$ cat config.mk
export PLATFORM = sky130hd
export DESIGN_NAME = microsecond_busy_wait_delay
export DESIGN_NICKNAME = d
export VERILOG_FILES = /design/src/design/mbwd_pkg.sv /design/src/design/mbwd_ctrl.sv /design/src/design/mbwd_dpath.sv /design/src/design/microsecond_busy_wait_delay.sv
export SDC_FILE = /design/constraint.sdc
export NUM_CORES = 1
export LEC_CHECK = 0
export ABC_AREA = 1
export ABC_CLOCK_PERIOD_IN_PS = 4800
export BUFFER_PORTS_ARGS = -buffer_cell sky130_fd_sc_hd__buf_4
export CAP_MARGIN = 20
export CORE_ASPECT_RATIO = 0.7
export CORE_MARGIN = 1.5
export CORE_UTILIZATION = 56
export DETAILED_ROUTE_END_ITERATION = 10
export PLACE_DENSITY = 0.78
export SETUP_SLACK_MARGIN = 0.3
export SLEW_MARGIN = 10
export SYNTH_ARGS = -nofsm -noshare
export SYNTH_HDL_FRONTEND = slang
export SYNTH_SLANG_ARGS = --single-unit
$ cat constraint.sdc
create_clock -name clk -period 4.8 [get_ports clk]
set_clock_uncertainty 0.05 [all_clocks]
set_input_delay 0.48 -clock clk [delete_from_list [all_inputs] [get_ports clk]]
set_output_delay 0.48 -clock clk [all_outputs]
set_load 0.02 [all_outputs]
$ cat src/design/mbwd_pkg.sv
// Shared types and constants for the microsecond busy-wait delay engine.
package mbwd_pkg;

    localparam int unsigned DATA_W     = 32;
    localparam int unsigned CHUNK_W    = 20;
    localparam int unsigned SCALE_SH   = 30;
    localparam int unsigned DIVIDEND_W = CHUNK_W + SCALE_SH;
    localparam int unsigned DIV_STEPS  = DIVIDEND_W;
    localparam int unsigned CNT_W      = $clog2(DIV_STEPS + 1);
    localparam int unsigned CFG_IDX_W  = 1;

    localparam logic [DATA_W-1:0] CHUNK_US = 32'd1000000;
    localparam logic [DATA_W-1:0] DIVISOR_RESET = 32'd1;

    localparam logic [CFG_IDX_W-1:0] REG_TICK_DIVISOR  = 1'd0;
    localparam logic [CFG_IDX_W-1:0] REG_COUNTER_24BIT = 1'd1;

    localparam logic REQ_START  = 1'b0;
    localparam logic REQ_SAMPLE = 1'b1;

    typedef enum logic [1:0] {
        PH_IDLE  = 2'd0,
        PH_ARMED = 2'd1,
        PH_COUNT = 2'd2
    } phase_t;

    typedef enum logic [1:0] {
        ST_IDLE = 2'd0,
        ST_DIV  = 2'd1,
        ST_EMIT = 2'd2
    } ctrl_state_t;

    typedef struct packed {
        logic              req_type;
        logic [DATA_W-1:0] delay_us;
        logic [DATA_W-1:0] counter_sample;
    } mbwd_in_t;

    typedef struct packed {
        logic              delay_done;
        logic              busy_res;
        logic [DATA_W-1:0] ticks_left;
    } mbwd_out_t;

    typedef struct packed {
        logic accept;
        logic div_step;
        logic load_out;
    } mbwd_cmd_t;

    typedef struct packed {
        logic need_div;
        logic div_last;
    } mbwd_status_t;

endpackage

$ cat src/design/mbwd_ctrl.sv
// Sequencing state machine: takes a transaction, runs the divider, emits the result.
module mbwd_ctrl (
    input  logic                  clk,
    input  logic                  rst_n,
    input  logic                  in_valid,
    output logic                  in_stall,
    output logic                  out_valid,
    input  logic                  out_stall,
    input  mbwd_pkg::mbwd_status_t status,
    output mbwd_pkg::mbwd_cmd_t    cmd
);

    mbwd_pkg::ctrl_state_t state_reg;
    mbwd_pkg::ctrl_state_t state_next;
    logic                  out_valid_reg;
    logic                  out_valid_next;
    logic                  out_free;

    assign out_free = !out_valid_reg || !out_stall;

    always_ff @(posedge clk or negedge rst_n)
    begin
        if (!rst_n)
        begin
            state_reg     <= mbwd_pkg::ST_IDLE;
            out_valid_reg <= 1'b0;
        end
        else
        begin
            state_reg     <= state_next;
            out_valid_reg <= out_valid_next;
        end
    end

    always_comb
    begin
        state_next = state_reg;
        case (state_reg)
            mbwd_pkg::ST_IDLE:
            begin
                if (in_valid)
                begin
                    state_next = status.need_div ? mbwd_pkg::ST_DIV : mbwd_pkg::ST_EMIT;
                end
            end
            mbwd_pkg::ST_DIV:
            begin
                if (status.div_last)
                begin
                    state_next = mbwd_pkg::ST_EMIT;
                end
            end
            mbwd_pkg::ST_EMIT:
            begin
                if (out_free)
                begin
                    state_next = mbwd_pkg::ST_IDLE;
                end
            end
            default:
            begin
                state_next = mbwd_pkg::ST_IDLE;
            end
        endcase
    end

    always_comb
    begin
        cmd      = '0;
        in_stall = 1'b1;
        case (state_reg)
            mbwd_pkg::ST_IDLE:
            begin
                in_stall   = 1'b0;
                cmd.accept = in_valid;
            end
            mbwd_pkg::ST_DIV:
            begin
                cmd.div_step = 1'b1;
            end
            mbwd_pkg::ST_EMIT:
            begin
                cmd.load_out = out_free;
            end
            default:
            begin
                in_stall = 1'b1;
            end
        endcase
    end

    // A new result may replace one that is being taken in the same cycle.
    always_comb
    begin
        if (cmd.load_out)
        begin
            out_valid_next = 1'b1;
        end
        else if (out_valid_reg && !out_stall)
        begin
            out_valid_next = 1'b0;
        end
        else
        begin
            out_valid_next = out_valid_reg;
        end
    end

    assign out_valid = out_valid_reg;

endmodule

$ cat src/design/mbwd_dpath.sv
// Delay state, configuration registers, bit-serial chunk divider and result register.
module mbwd_dpath (
    input  logic                                clk,
    input  logic                                rst_n,
    input  mbwd_pkg::mbwd_in_t                  in_data,
    output mbwd_pkg::mbwd_out_t                 out_data,
    input  logic                                cfg_we,
    input  logic [mbwd_pkg::CFG_IDX_W-1:0]      cfg_index,
    input  logic [mbwd_pkg::DATA_W-1:0]         cfg_data,
    input  mbwd_pkg::mbwd_cmd_t                 cmd,
    output mbwd_pkg::mbwd_status_t              status
);

    logic [mbwd_pkg::DATA_W-1:0]     tick_divisor_reg;
    logic                            counter_24bit_reg;
    logic [mbwd_pkg::DATA_W-1:0]     remaining_reg;
    logic [mbwd_pkg::DATA_W-1:0]     remaining_next;
    logic [mbwd_pkg::DATA_W-1:0]     baseline_reg;
    logic [mbwd_pkg::DATA_W-1:0]     baseline_next;
    logic [mbwd_pkg::DATA_W-1:0]     pending_reg;
    logic [mbwd_pkg::DATA_W-1:0]     pending_next;
    mbwd_pkg::phase_t                phase_reg;
    mbwd_pkg::phase_t                phase_next;
    logic                            done_reg;
    logic                            done_next;

    logic [mbwd_pkg::DIVIDEND_W-1:0] dividend_reg;
    logic [mbwd_pkg::DATA_W-1:0]     divrem_reg;
    logic [mbwd_pkg::DATA_W-1:0]     quot_reg;
    logic [mbwd_pkg::CNT_W-1:0]      count_reg;

    mbwd_pkg::mbwd_out_t             out_reg;

    logic [mbwd_pkg::DATA_W-1:0]     delta_raw;
    logic [mbwd_pkg::DATA_W-1:0]     delta;
    logic                            chunk_over;
    logic [mbwd_pkg::DATA_W-1:0]     chunk_src;
    logic [mbwd_pkg::CHUNK_W-1:0]    chunk_us;
    logic                            load_div;
    logic [mbwd_pkg::DATA_W:0]       trial;
    logic                            q_bit;
    logic [mbwd_pkg::DATA_W-1:0]     quot_step;
    logic                            div_last;

    assign delta_raw  = in_data.counter_sample - baseline_reg;
    assign delta      = counter_24bit_reg ? {8'd0, delta_raw[23:0]} : delta_raw;
    assign chunk_over = remaining_reg <= delta;

    // The next chunk comes from the new request on a start, else from what is pending.
    assign chunk_src = (in_data.req_type == mbwd_pkg::REQ_START) ? in_data.delay_us
                                                                : pending_reg;
    assign chunk_us  = (chunk_src > mbwd_pkg::CHUNK_US) ? mbwd_pkg::CHUNK_US[mbwd_pkg::CHUNK_W-1:0]
                                                        : chunk_src[mbwd_pkg::CHUNK_W-1:0];

    always_comb
    begin
        remaining_next = remaining_reg;
        baseline_next  = baseline_reg;
        pending_next   = pending_reg;
        phase_next     = phase_reg;
        done_next      = 1'b0;
        load_div       = 1'b0;
        if (in_data.req_type == mbwd_pkg::REQ_START)
        begin
            if (in_data.delay_us == '0)
            begin
                remaining_next = '0;
                pending_next   = '0;
                phase_next     = mbwd_pkg::PH_IDLE;
                done_next      = 1'b1;
            end
            else
            begin
                load_div = 1'b1;
            end
        end
        else
        begin
            case (phase_reg)
                mbwd_pkg::PH_ARMED:
                begin
                    baseline_next = in_data.counter_sample;
                    phase_next    = mbwd_pkg::PH_COUNT;
                end
                mbwd_pkg::PH_COUNT:
                begin
                    if (chunk_over)
                    begin
                        if (pending_reg == '0)
                        begin
                            remaining_next = '0;
                            phase_next     = mbwd_pkg::PH_IDLE;
                            done_next      = 1'b1;
                        end
                        else
                        begin
                            load_div = 1'b1;
                        end
                    end
                    else
                    begin
                        remaining_next = remaining_reg - delta;
                        baseline_next  = in_data.counter_sample;
                    end
                end
                default:
                begin
                    phase_next     = mbwd_pkg::PH_IDLE;
                    remaining_next = '0;
                end
            endcase
        end
        if (load_div)
        begin
            pending_next = chunk_src - {12'd0, chunk_us};
            phase_next   = mbwd_pkg::PH_ARMED;
        end
    end

    // Restoring division, one quotient bit per cycle; upper quotient bits fall off the top.
    assign trial     = {divrem_reg, dividend_reg[mbwd_pkg::DIVIDEND_W-1]};
    assign q_bit     = trial >= {1'b0, tick_divisor_reg};
    assign quot_step = {quot_reg[mbwd_pkg::DATA_W-2:0], q_bit};
    assign div_last  = count_reg == mbwd_pkg::CNT_W'(1);

    always_ff @(posedge clk or negedge rst_n)
    begin
        if (!rst_n)
        begin
            tick_divisor_reg  <= mbwd_pkg::DIVISOR_RESET;
            counter_24bit_reg <= 1'b0;
            remaining_reg     <= '0;
            baseline_reg      <= '0;
            pending_reg       <= '0;
            phase_reg         <= mbwd_pkg::PH_IDLE;
            done_reg          <= 1'b0;
            count_reg         <= '0;
        end
        else
        begin
            if (cfg_we)
            begin
                case (cfg_index)
                    mbwd_pkg::REG_TICK_DIVISOR:  tick_divisor_reg  <= cfg_data;
                    mbwd_pkg::REG_COUNTER_24BIT: counter_24bit_reg <= cfg_data[0];
                    default:                     tick_divisor_reg  <= tick_divisor_reg;
                endcase
            end
            if (cmd.accept)
            begin
                remaining_reg <= remaining_next;
                baseline_reg  <= baseline_next;
                pending_reg   <= pending_next;
                phase_reg     <= phase_next;
                done_reg      <= done_next;
                if (load_div)
                begin
                    count_reg <= mbwd_pkg::CNT_W'(mbwd_pkg::DIV_STEPS);
                end
            end
            else if (cmd.div_step)
            begin
                count_reg <= count_reg - mbwd_pkg::CNT_W'(1);
                if (div_last)
                begin
                    remaining_reg <= quot_step;
                end
            end
        end
    end

    always_ff @(posedge clk)
    begin
        if (cmd.accept && load_div)
        begin
            dividend_reg <= {chunk_us, {mbwd_pkg::SCALE_SH{1'b0}}};
            divrem_reg   <= '0;
            quot_reg     <= '0;
        end
        else if (cmd.div_step)
        begin
            dividend_reg <= {dividend_reg[mbwd_pkg::DIVIDEND_W-2:0], 1'b0};
            divrem_reg   <= q_bit ? 32'(trial - {1'b0, tick_divisor_reg}) : trial[31:0];
            quot_reg     <= quot_step;
        end
        if (cmd.load_out)
        begin
            out_reg.delay_done <= done_reg;
            out_reg.busy_res   <= (phase_reg == mbwd_pkg::PH_ARMED)
                                  || (phase_reg == mbwd_pkg::PH_COUNT);
            out_reg.ticks_left <= (phase_reg == mbwd_pkg::PH_IDLE) ? '0 : remaining_reg;
        end
    end

    assign status.need_div = load_div;
    assign status.div_last = div_last;
    assign out_data        = out_reg;

endmodule

$ cat src/design/microsecond_busy_wait_delay.sv
// Top level of the microsecond busy-wait delay engine.
// Each input transaction yields exactly one result transaction. A nonzero start, or a
// counter sample that closes a chunk while more microseconds are pending, loads a new
// chunk of at most one million microseconds whose tick count (chunk_us << 30) /
// tick_divisor is produced by a bit-serial restoring divider, one quotient bit per
// cycle (take, 50 divider steps, result load); any other is a take and a result load.
// A new transaction is taken while the previous result waits in the output register.
// The user must write configuration only when idle; the block does not enforce it.
module microsecond_busy_wait_delay (
    input  logic                             clk,
    input  logic                             rst_n,
    input  logic                             in_valid,
    output logic                             in_stall,
    input  mbwd_pkg::mbwd_in_t               in_data,
    output logic                             out_valid,
    input  logic                             out_stall,
    output mbwd_pkg::mbwd_out_t              out_data,
    input  logic                             cfg_we,
    input  logic [mbwd_pkg::CFG_IDX_W-1:0]   cfg_index,
    input  logic [mbwd_pkg::DATA_W-1:0]      cfg_data
);

    mbwd_pkg::mbwd_cmd_t    cmd;
    mbwd_pkg::mbwd_status_t status;

    mbwd_ctrl u_ctrl (
        .clk       (clk),
        .rst_n     (rst_n),
        .in_valid  (in_valid),
        .in_stall  (in_stall),
        .out_valid (out_valid),
        .out_stall (out_stall),
        .status    (status),
        .cmd       (cmd)
    );

    mbwd_dpath u_dpath (
        .clk       (clk),
        .rst_n     (rst_n),
        .in_data   (in_data),
        .out_data  (out_data),
        .cfg_we    (cfg_we),
        .cfg_index (cfg_index),
        .cfg_data  (cfg_data),
        .cmd       (cmd),
        .status    (status)
    );

endmodule

# --- Word-level counts from Yosys, hierarchy flattened ---
# Cells that the tools add are included.
op_classes:
  n_eq_ne: 16
  n_addsub: 5
  reduce_logical: 25
  n_bitwise: 1
  muxes: 48
  order_cmp: 3
op_table:
  columns: ["operator", "count"]
  rows:
  - ["$mux W32", 13]
  - ["$pmux W32 S2", 2]
  - ["$mux W50", 2]
  - ["$sub A32 B32 Y32", 3]
  - ["$logic_not A32 Y1", 2]
  - ["$ge A33 B32 Y1", 1]
  - ["$gt A32 B20 Y1 const B", 1]
  - ["$le A32 B32 Y1", 1]
  - ["$sub A32 B20 Y32", 1]
  - ["$mux W20", 1]
  - ["$mux W2", 9]
  - ["$mux W6", 3]
  - ["$mux W1", 16]
  - ["$reduce_bool A2 Y1", 6]
  - ["$ne A4 B2 Y1 const B", 2]
  - ["$reduce_and A4 Y1", 2]
  - ["$eq A6 B1 Y1 const B", 1]
  - ["$ne A2 B1 Y1 const B", 3]
  - ["$ne A2 B2 Y1 const B", 3]
  - ["$ne A3 B3 Y1 const B", 2]
  - ["$pmux W2 S3", 1]
  - ["$reduce_and A2 Y1", 3]
  - ["$reduce_and A3 Y1", 2]
  - ["$sub A6 B1 Y6 const B", 1]
  - ["11 further kinds", 17]
totals:
  reg_bits: 258
  wordCells: 114

# --- Depth between registers and ports, before layout ---
# Gate-level depths: netlist of the first run.
depth:
  ltp_word: 9
  mapped_depth: 31
  mapped_depth_nobuf: 30

# --- By module ---
# A second synthesis of the first run with hierarchy kept.
hier_totals:
  cells_unflattened: 2530
  hier_area_um2: 17735.8
modules_own_cells:
  columns: ["mod", "cells_each", "area_each_um2", "seq_area_each_um2", "n_inst"]
  rows:
  - ["mbwd_dpath", 2502, 17544.3, 6337.3, 1]
  - ["mbwd_ctrl", 28, 191.4, 75.1, 1]

# --- Worst setup path before layout of the first run ---
# No wires, ideal clock.
synth_timing:
  kind: "input to register"
  from: "input port in_data[2] in the netlist's numbering"
  to: "register u_dpath.dividend_reg[30] in the netlist's numbering, enable pin"
  stages: 25
  required_ns: 4.388
  n_path_buf: 1
  arrival_time_ns: 4.415
  setup_slack_ns: -0.026
  cell_sequence: "ha_1 -> a21oi_1 -> nand2_1 -> a21oi_1 -> o21ai_0 -> a21boi_0 -> o21ai_0 -> a21boi_0 -> o21ai_0 -> nand2_1 -> nand2_1 -> nand2_1 -> nand2_1 -> ha_1 -> nand2_1 -> nor2_1 -> inv_1 -> nor4_1 -> nand3_1 -> nand2_1 -> nand2_1 -> nand2_2 -> nor2_2 -> inv_2 -> buf_2"
synth_between:
  elab_chain_len: 8
synth_lines:
  columns: ["item", "line_no", "text"]
  rows:
  - ["start: declaration", "microsecond_busy_wait_delay.sv:14", "input mbwd_pkg::mbwd_in_t in_data,"]
  - ["$sub A32 B32 Y32", "mbwd_dpath.sv:45", "assign delta_raw = in_data.counter_sample - baseline_reg;"]
  - ["$mux W32", "mbwd_dpath.sv:46", "assign delta = counter_24bit_reg ? {8'd0, delta_raw[23:0]} : delta_raw;"]
  - ["$le A32 B32 Y1", "mbwd_dpath.sv:47", "assign chunk_over = remaining_reg <= delta;"]
  - ["$mux W1", "mbwd_dpath.sv:87", "if (chunk_over)"]
  - ["$mux W1", "mbwd_dpath.sv:79", "case (phase_reg)"]
  - ["$mux W1", "mbwd_dpath.sv:63", "if (in_data.req_type == mbwd_pkg::REQ_START)"]
  - ["$logic_and A1 B1 Y1", "mbwd_dpath.sv:174", "if (cmd.accept && load_div)"]
  - ["$reduce_bool A2 Y1 (no line)", null, null]
  - ["end signal: assignment", "mbwd_dpath.sv:176", "dividend_reg <= {chunk_us, {mbwd_pkg::SCALE_SH{1'b0}}};"]
  - ["end signal: assignment", "mbwd_dpath.sv:182", "dividend_reg <= {dividend_reg[mbwd_pkg::DIVIDEND_W-2:0], 1'b0};"]
  - ["end: declaration", "mbwd_dpath.sv:27", "logic [mbwd_pkg::DIVIDEND_W-1:0] dividend_reg;"]
# Every way passes these cells.
# A chain may end at the register's enable or synchronous reset.

# --- Worst setup path after layout of the first run ---
layout_timing:
  from: "register u_dpath.baseline_reg[0] in the netlist's numbering"
  to: "register u_dpath.baseline_reg[2] in the netlist's numbering"
layout_between:
  elab_chain_len: 5
layout_lines:
  columns: ["item", "line_no", "text"]
  rows:
  - ["start: declaration", "mbwd_dpath.sv:18", "logic [mbwd_pkg::DATA_W-1:0] baseline_reg;"]
  - ["start signal: assignment", "mbwd_dpath.sv:152", "baseline_reg <= baseline_next;"]
  - ["$sub A32 B32 Y32", "mbwd_dpath.sv:45", null]
  - ["$mux W32", "mbwd_dpath.sv:46", null]
  - ["$le A32 B32 Y1", "mbwd_dpath.sv:47", null]
  - ["$ne A2 B2 Y1 (no line)", null, null]
  - ["$reduce_and A4 Y1 (no line)", null, null]
# Every way passes these cells.

==> impl_metrics.toml, run 1 <==
[drt]
vias = 17727
drc = 0
drt-vias-per-instance = 5.731
ant_nets = 0
wl_per_cell_um = 18.61
drtPass1Iterations = 7
wl_mm = 57.56
drt_iter0_markers = 1950

[floorplan]
die_w_um = 213.1
pin_count = 139
core.rowCount = 53
dieHeight_um = 150.0
coreArea_mm2 = 0.03017
dieArea_mm2 = 0.03197
initial_core_util_pct = 57.32

[setup_path]
cp-endpoint = "u_dpath.baseline_reg[2]$_DFFE_PN0P_"
critPathLaunchType = "register"
crit_start = "u_dpath.baseline_reg[0]$_DFFE_PN0P_"
r2r_end = "u_dpath.baseline_reg[2]$_DFFE_PN0P_"
r2r-start = "u_dpath.baseline_reg[0]$_DFFE_PN0P_"
criticalPathCategory = "register to register"
crit_path_max_fanout = 8
rr_worst_depth = 24
arrival_ns = 5.23
reg2reg_setup_slack_ns = -0.006
critPathCaptureType = "register"
required_ns = 5.22

[finish]
drive_above_1_share_pct = 20.78
area_growth_pct = 27.87
diodes = 0
fin_nets = 2867
largest_reg_flops = 34
fin_area_mm2 = 0.02212

[timing]
maxSlewViolCount = 0
worst_slack_ns = -0.006001
finalHoldViolations = 0
worstMarginPinSlew_ns = 0.8562
min_period_over_period_pct = 100.1
min_period_ns = 4.806
maxSlewHeadroom_pct = 42.39
max_freq_mhz = 208.1
finalSetupViolCount = 1
rsz0062_at_grt = "yes"

[flow_run]
maxCapViolations = 0

[synthesis]
yosysWarnings = 0
synth_top_area_cell = "dfrtp_1"
syn-cell-area_mm2 = 0.01730
netlist_instances = 2372
syn_avg_cell_area_um2 = 7.291
syn_nets = 2579
synth_top_area_share_pct = 20.26
ys_seq_elements = 258
synth.yosys.seq_area_share_pct = 37.08
synth.distinct_cells = 63
synth_edf_count = 54
synth_ff_type = "dfrtp_1"
synth_area_leaders = "dfrtp_1, nand2_1, edfxtp_1, ha_1, dfxtp_1"
synth-async-reset-ratio_pct = 54.65

[clock_tree]
cts_root_buf = "clkbuf_16"
cts_max_path_buffers = 3
cts_buffers = 27
cts_tree = "built"
clk_pin_slew_ns = 0.06
htree_levels = 1
clock_latency_ns = 0.57
clkSinkCount = 258

[worst_hold_path]
hold_class = "primary input to register"

[place]
hpwlAfterDp_mm = 39.31
dpl-instance-area_mm2 = 0.01966
port_buffers = 138
routabilityCongestion = 0.9619

[pwr]
power.total_mw = 15.85
cellPowerDensity_mw_per_mm2 = 716.8
ir_drop_v = 0.0005229
leakage_nw = 10.68

[status]
status = "finished, violations left"
violations = "negative setup slack"

[global_routing]
grt_use_total_pct = 32.71
grt_pass1_wl_mm = 82.55
first_global_vias = 15616
antenna_found_initial = 0
grt_max_degree = 65
grt-ovfl-total = 0
-- cells in the mapped netlist (all sizes together) (8+ instances only) --
library cell / instances
nand2: 537
inv: 334
nor2: 249
a21oi: 202
o21ai: 183
dfrtp: 140
nand3: 105
ha: 101
dfxtp: 63
o22ai: 57
edfxtp: 54
xnor2: 45
clkbuf: 41
xor2: 28
buf: 25
nand4: 25
nor3: 23
nor4: 22
o21a: 14
a21o: 13
nand3b: 12
o21bai: 12
or2: 12
a21boi: 11
o211ai: 11
a31oi: 8
o31ai: 8
-- metrics by stage --
stage / hold slack (ns) / TNS, ns / setup WS [ns] / std cells / utilization, %
detailed placement: 0.3994 / -69.01 / -0.4782 / 2995 / 65.16
global route: 0.05851 / -4.578 / -0.1349 / 3093 / 73.29
floorplan: 0.1344 / 0 / 0.3032 / 2372 / -
finish: 0.06744 / -0.006001 / -0.006001 / 3093 / 73.29
CTS: 0.05773 / 0 / 0.2831 / 3056 / 68.82
global placement: 0.3947 / -38.68 / -0.3309 / 2995 / 65.16
-- per-layer routing --
metal / routed length, um / share of wire, % / GRT usage [%] / up-vias
met5: 0 / 0 / 0 / -
met4: 935 / 1.6 / 6.099 / 0
met3: 6287 / 11 / 6.443 / 88
met2: 24110 / 42 / 47.28 / 872
met1: 26230 / 46 / 50.29 / 8302
li1: - / - / - / 8465
-- critical path, cell delays in order, from the launching register on --
cell,delay (ns)
dfrtp_1,0.43
ha_4,0.19
fa_2,0.37
o21ai_2,0.20
a21boi_2,0.09
o21ai_1,0.13
buf_4,0.16
a21oi_4,0.07
buf_4,0.17
o21ai_0,0.26
o21ai_0,0.17
ha_1,0.36
nand2_2,0.09
nor3_4,0.20
nand2_2,0.11
nor4_4,0.35
nand3_1,0.19
nand2_2,0.13
nand2_1,0.07
buf_4,0.14
o211ai_1,0.11
buf_6,0.24
clkbuf_16,0.21
nor2_1,0.06
a21oi_1,0.14
-- cells by family after synthesis --
| family | count (synthesis) | share of synthesized area (%) |
|---|---|---|
| fa+ha+maj | 104 | 7.654 |
| xor+xnor | 73 | 3.697 |
| simple gates | 988 | 24.18 |
| other cells | 1 | 0.02168 |
| compound gates | 542 | 17.85 |
| buf+inv | 402 | 9.216 |
| mux | 4 | 0.3038 |
| flops | 258 | 37.08 |
-- layout by cell type, fill, tap and decap left out, types with 42 or more instances in the layout --
cell type,instances
edfxtp_1,54
ha_1,94
dfrtp_1,140
inv_1,320
dfxtp_1,63
buf_4,278
o21ai_0,104
nand3_1,96
nor2_1,226
o21ai_1,55
nand2_1,479
xnor2_1,45
o22ai_1,42
a21oi_1,183
-- final cells by class --
type,count,area [um2]
clock buffers,36,729.5
clock inverters,14,83.83
fillers,2335,8058
inverters,336,1295
multi-input cells,1712,10130
flip-flops and latches,258,6412
well taps,412,515.5
repair buffers,324,2940
repair inverters,1,8.758
-- repair_timing --
| action | in CTS | in global routing |
|---|---|---|
| buffers inserted | 8 | 16 |
| cloned | 2 | 21 |
| hold buffers | 1 | 0 |
| gates resized for setup | 47 | 235 |
| hold endpoints to repair | 52 | 0 |
| setup endpoints to repair | 209 | 209 |
| pin swaps | 13 | 47 |
-- worst min-delay path by stage --
| stage | startpoint | to | cells after the start | slack, ns |
|---|---|---|---|---|
| global route | cfg_index | u_dpath.counter_24bit_reg$_DFFE_PN0P_ | 2 | 0.06 |
| global placement | u_dpath.quot_reg[30]$_SDFFE_PP0P_ | u_dpath.quot_reg[30]$_SDFFE_PP0P_ | 2 | 0.39 |
| finish | cfg_index | u_dpath.counter_24bit_reg$_DFFE_PN0P_ | 2 | 0.07 |
| CTS | cfg_index | u_dpath.counter_24bit_reg$_DFFE_PN0P_ | 2 | 0.06 |
| floorplan | rst_n | u_ctrl.out_valid$_DFFE_PN0P_ | 0 | 0.13 |
| detailed placement | u_dpath.quot_reg[30]$_SDFFE_PP0P_ | u_dpath.quot_reg[30]$_SDFFE_PP0P_ | 2 | 0.40 |
-- where the power goes --
part / total (mW) / internal [mW] / leakage [nW] / switching, mW
Combinational: 10.2 / 4.24 / 7.56 / 5.97
Sequential: 3.64 / 3.14 / 2.72 / 0.507
Clock: 2.00 / 1.07 / 0.401 / 0.928
Total: 15.9 / 8.44 / 10.7 / 7.41
Power figures use the tool's default switching activity.
==> run 2, diff against run 1 <==
--- a/config.mk
+++ b/config.mk
@@ -12,6 +12,7 @@
 export CORE_ASPECT_RATIO = 0.7
 export CORE_MARGIN = 1.5
 export CORE_UTILIZATION = 56
+export CTS_BUF_LIST = sky130_fd_sc_hd__clkbuf_4 sky130_fd_sc_hd__clkbuf_8 sky130_fd_sc_hd__clkbuf_16
 export DETAILED_ROUTE_END_ITERATION = 10
 export PLACE_DENSITY = 0.78
 export SETUP_SLACK_MARGIN = 0.3
==> impl_metrics.toml, run 2 (synthesis results as in run 1) <==
[finish]
largest_reg_flops = 34
final_cells = 3086
post-route-util_pct = 72.61
layout_common_cells = "nand2_1, inv_1, buf_4, nor2_1, a21oi_1"
layout_commonest_cell = "nand2_1"
diodes = 0
area_growth_pct = 26.67
drive_above_1_share_pct = 20.19
fin_nets = 2860

[pwr]
ir_drop_v = 0.0005575
power.total_mw = 15.67
leakage_nw = 10.66
cellPowerDensity_mw_per_mm2 = 715.3

[timing]
worst_slack_ns = -0.01068
maxSlewHeadroom_pct = 41.06
tns_ns = -0.01811
min_period_ns = 4.811
finalSetupViolCount = 2
min_period_over_period_pct = 100.2
finalHoldViolations = 0
maxSlewViolCount = 0
whs_ns = 0.07651
rsz0062_at_grt = "yes"
max_freq_mhz = 207.9
worstMarginPinSlew_ns = 0.8760

[clock_tree]
htree_levels = 1
cts_tree = "built"
clk_pin_slew_ns = 0.07
cts_buffers = 27
cts_max_path_buffers = 3
cts_root_buf = "clkbuf_16"
clkSinkCount = 258
clock_latency_ns = 0.56

[drt]
ant_nets = 0
wl_per_cell_um = 18.40
drc = 0
wl_mm = 56.78
drt-vias-per-instance = 5.699
drtPass1Iterations = 5
vias = 17587
drt_iter0_markers = 1869

[place]
hpwlAfterDp_mm = 39.31
port_buffers = 138
routabilityCongestion = 0.9619
dp.cells = 2995

[setup_path]
criticalPathCategory = "register to register"
required_ns = 5.19
critPathCaptureType = "register"
critPathLaunchType = "register"
crit_path_max_fanout = 5
arrival_ns = 5.20

[global_routing]
grt_pass1_wl_mm = 82.72
grt_use_total_pct = 32.78
grt-ovfl-total = 0
antenna_found_initial = 0
first_global_vias = 15642
grt_max_degree = 65

[floorplan]
coreArea_mm2 = 0.03017
die_w_um = 213.1
dieArea_mm2 = 0.03197
initial_core_util_pct = 57.32
dieHeight_um = 150.0
core.rowCount = 53
pin_count = 139

[status]
status = "finished, violations left"
violations = "negative setup slack"

[flow_run]
maxCapViolations = 0

[worst_hold_path]
hold_class = "primary input to register"
==> run 2: changes by cell type in the layout (fill, tap and decap cells not counted), moves of 4 or more <==
cell       change
o21ai_0        +5
clkbuf_16      -4
nor2_1         +5
clkbuf_4       +7
o21ai_1        -9
o21ai_2        +4
nand2_1        +6
nand2_2        -5
o22ai_1       +10
nor2_2         -5
o22ai_2       -10
clkbuf_1       -7
==> run 2: area by class of cell <==
type	count	area (um2)
clock buffer	36	755.7
clock inverter	14	83.83
fill	2361	8264
inverter	336	1292
multi-input combinational	1712	10030
sequential	258	6412
tap	412	515.5
timing repair buffer	317	2799
timing repair inverter	1	16.27
==> run 2: per-layer routing <==
layer / up-vias / routed length, um / GRT usage [%] / part of all wire [%]
met5: - / 0 / 0 / 0
met3: 72 / 5770 / 6.359 / 10
met1: 8213 / 26280 / 50.23 / 46
met2: 835 / 23780 / 47.57 / 42
li1: 8467 / - / - / -
met4: 0 / 942 / 6.348 / 1.7
==> run 2: critical path, stage by stage (launching register included) <==
cell,delay [ns]
dfrtp_1,0.43
ha_4,0.20
fa_2,0.38
o21ai_2,0.20
a21boi_2,0.09
o21ai_1,0.13
buf_4,0.17
a21oi_4,0.07
buf_4,0.18
o21ai_0,0.27
o21ai_0,0.18
ha_1,0.36
nand2_2,0.09
nor3_4,0.20
nand2_2,0.11
nor4_4,0.34
nand3_1,0.17
nand2_2,0.12
buf_6,0.11
nand2_4,0.05
nand2_8,0.13
clkinv_8,0.09
nand2_8,0.15
clkinv_8,0.10
buf_6,0.15
nand2_1,0.07
o21ai_0,0.09
==> run 2: worst paths after layout <==
kind | start | endpoint | slack [ns] | cells past startpoint
setup / recovery | u_dpath.baseline_reg[0]$_DFFE_PN0P_ | u_dpath.remaining_reg[10]$_DFFE_PN0P_ | -0.01 | 26
hold / removal | cfg_index | u_dpath.counter_24bit_reg$_DFFE_PN0P_ | 0.08 | 2
setup reg to reg | u_dpath.baseline_reg[0]$_DFFE_PN0P_ | u_dpath.remaining_reg[10]$_DFFE_PN0P_ | -0.01 | 26
hold reg to reg | u_dpath.quot_reg[30]$_SDFFE_PP0P_ | u_dpath.quot_reg[30]$_SDFFE_PP0P_ | 0.42 | 2
max in group asynchronous | rst_n | u_dpath.baseline_reg[1]$_DFFE_PN0P_ | 3.20 | 3
min in group asynchronous | rst_n | u_dpath.tick_divisor_reg[18]$_DFFE_PN0P_ | 0.41 | 2
==> run 2: stage by stage <==
stage	setup WS [ns]	cell area, um2
final	-0.01068	21910
after detailed placement	-0.4782	19660
after global routing	-0.08892	21910
after floorplan	0.3032	17310
after CTS	0.2831	20800
after global placement	-0.3309	19660
==> run 2: what timing repair did <==
| action | CTS | global route |
|---|---|---|
| hold buffers | 1 | 0 |
| resized for setup | 47 | 205 |
| setup buffers | 9 | 12 |
| pin swaps | 13 | 40 |
| cloned | 2 | 17 |
| endpoints found under the setup margin | 209 | 209 |
| endpoints found under the hold margin | 52 | 0 |
==> run 2: report_power, final <==
group | switching, mW | total (mW) | internal, mW
clock | 0.924 | 2.04 | 1.11
combinational | 5.88 | 10.0 | 4.13
sequential | 0.494 | 3.63 | 3.14
total | 7.30 | 15.7 | 8.38
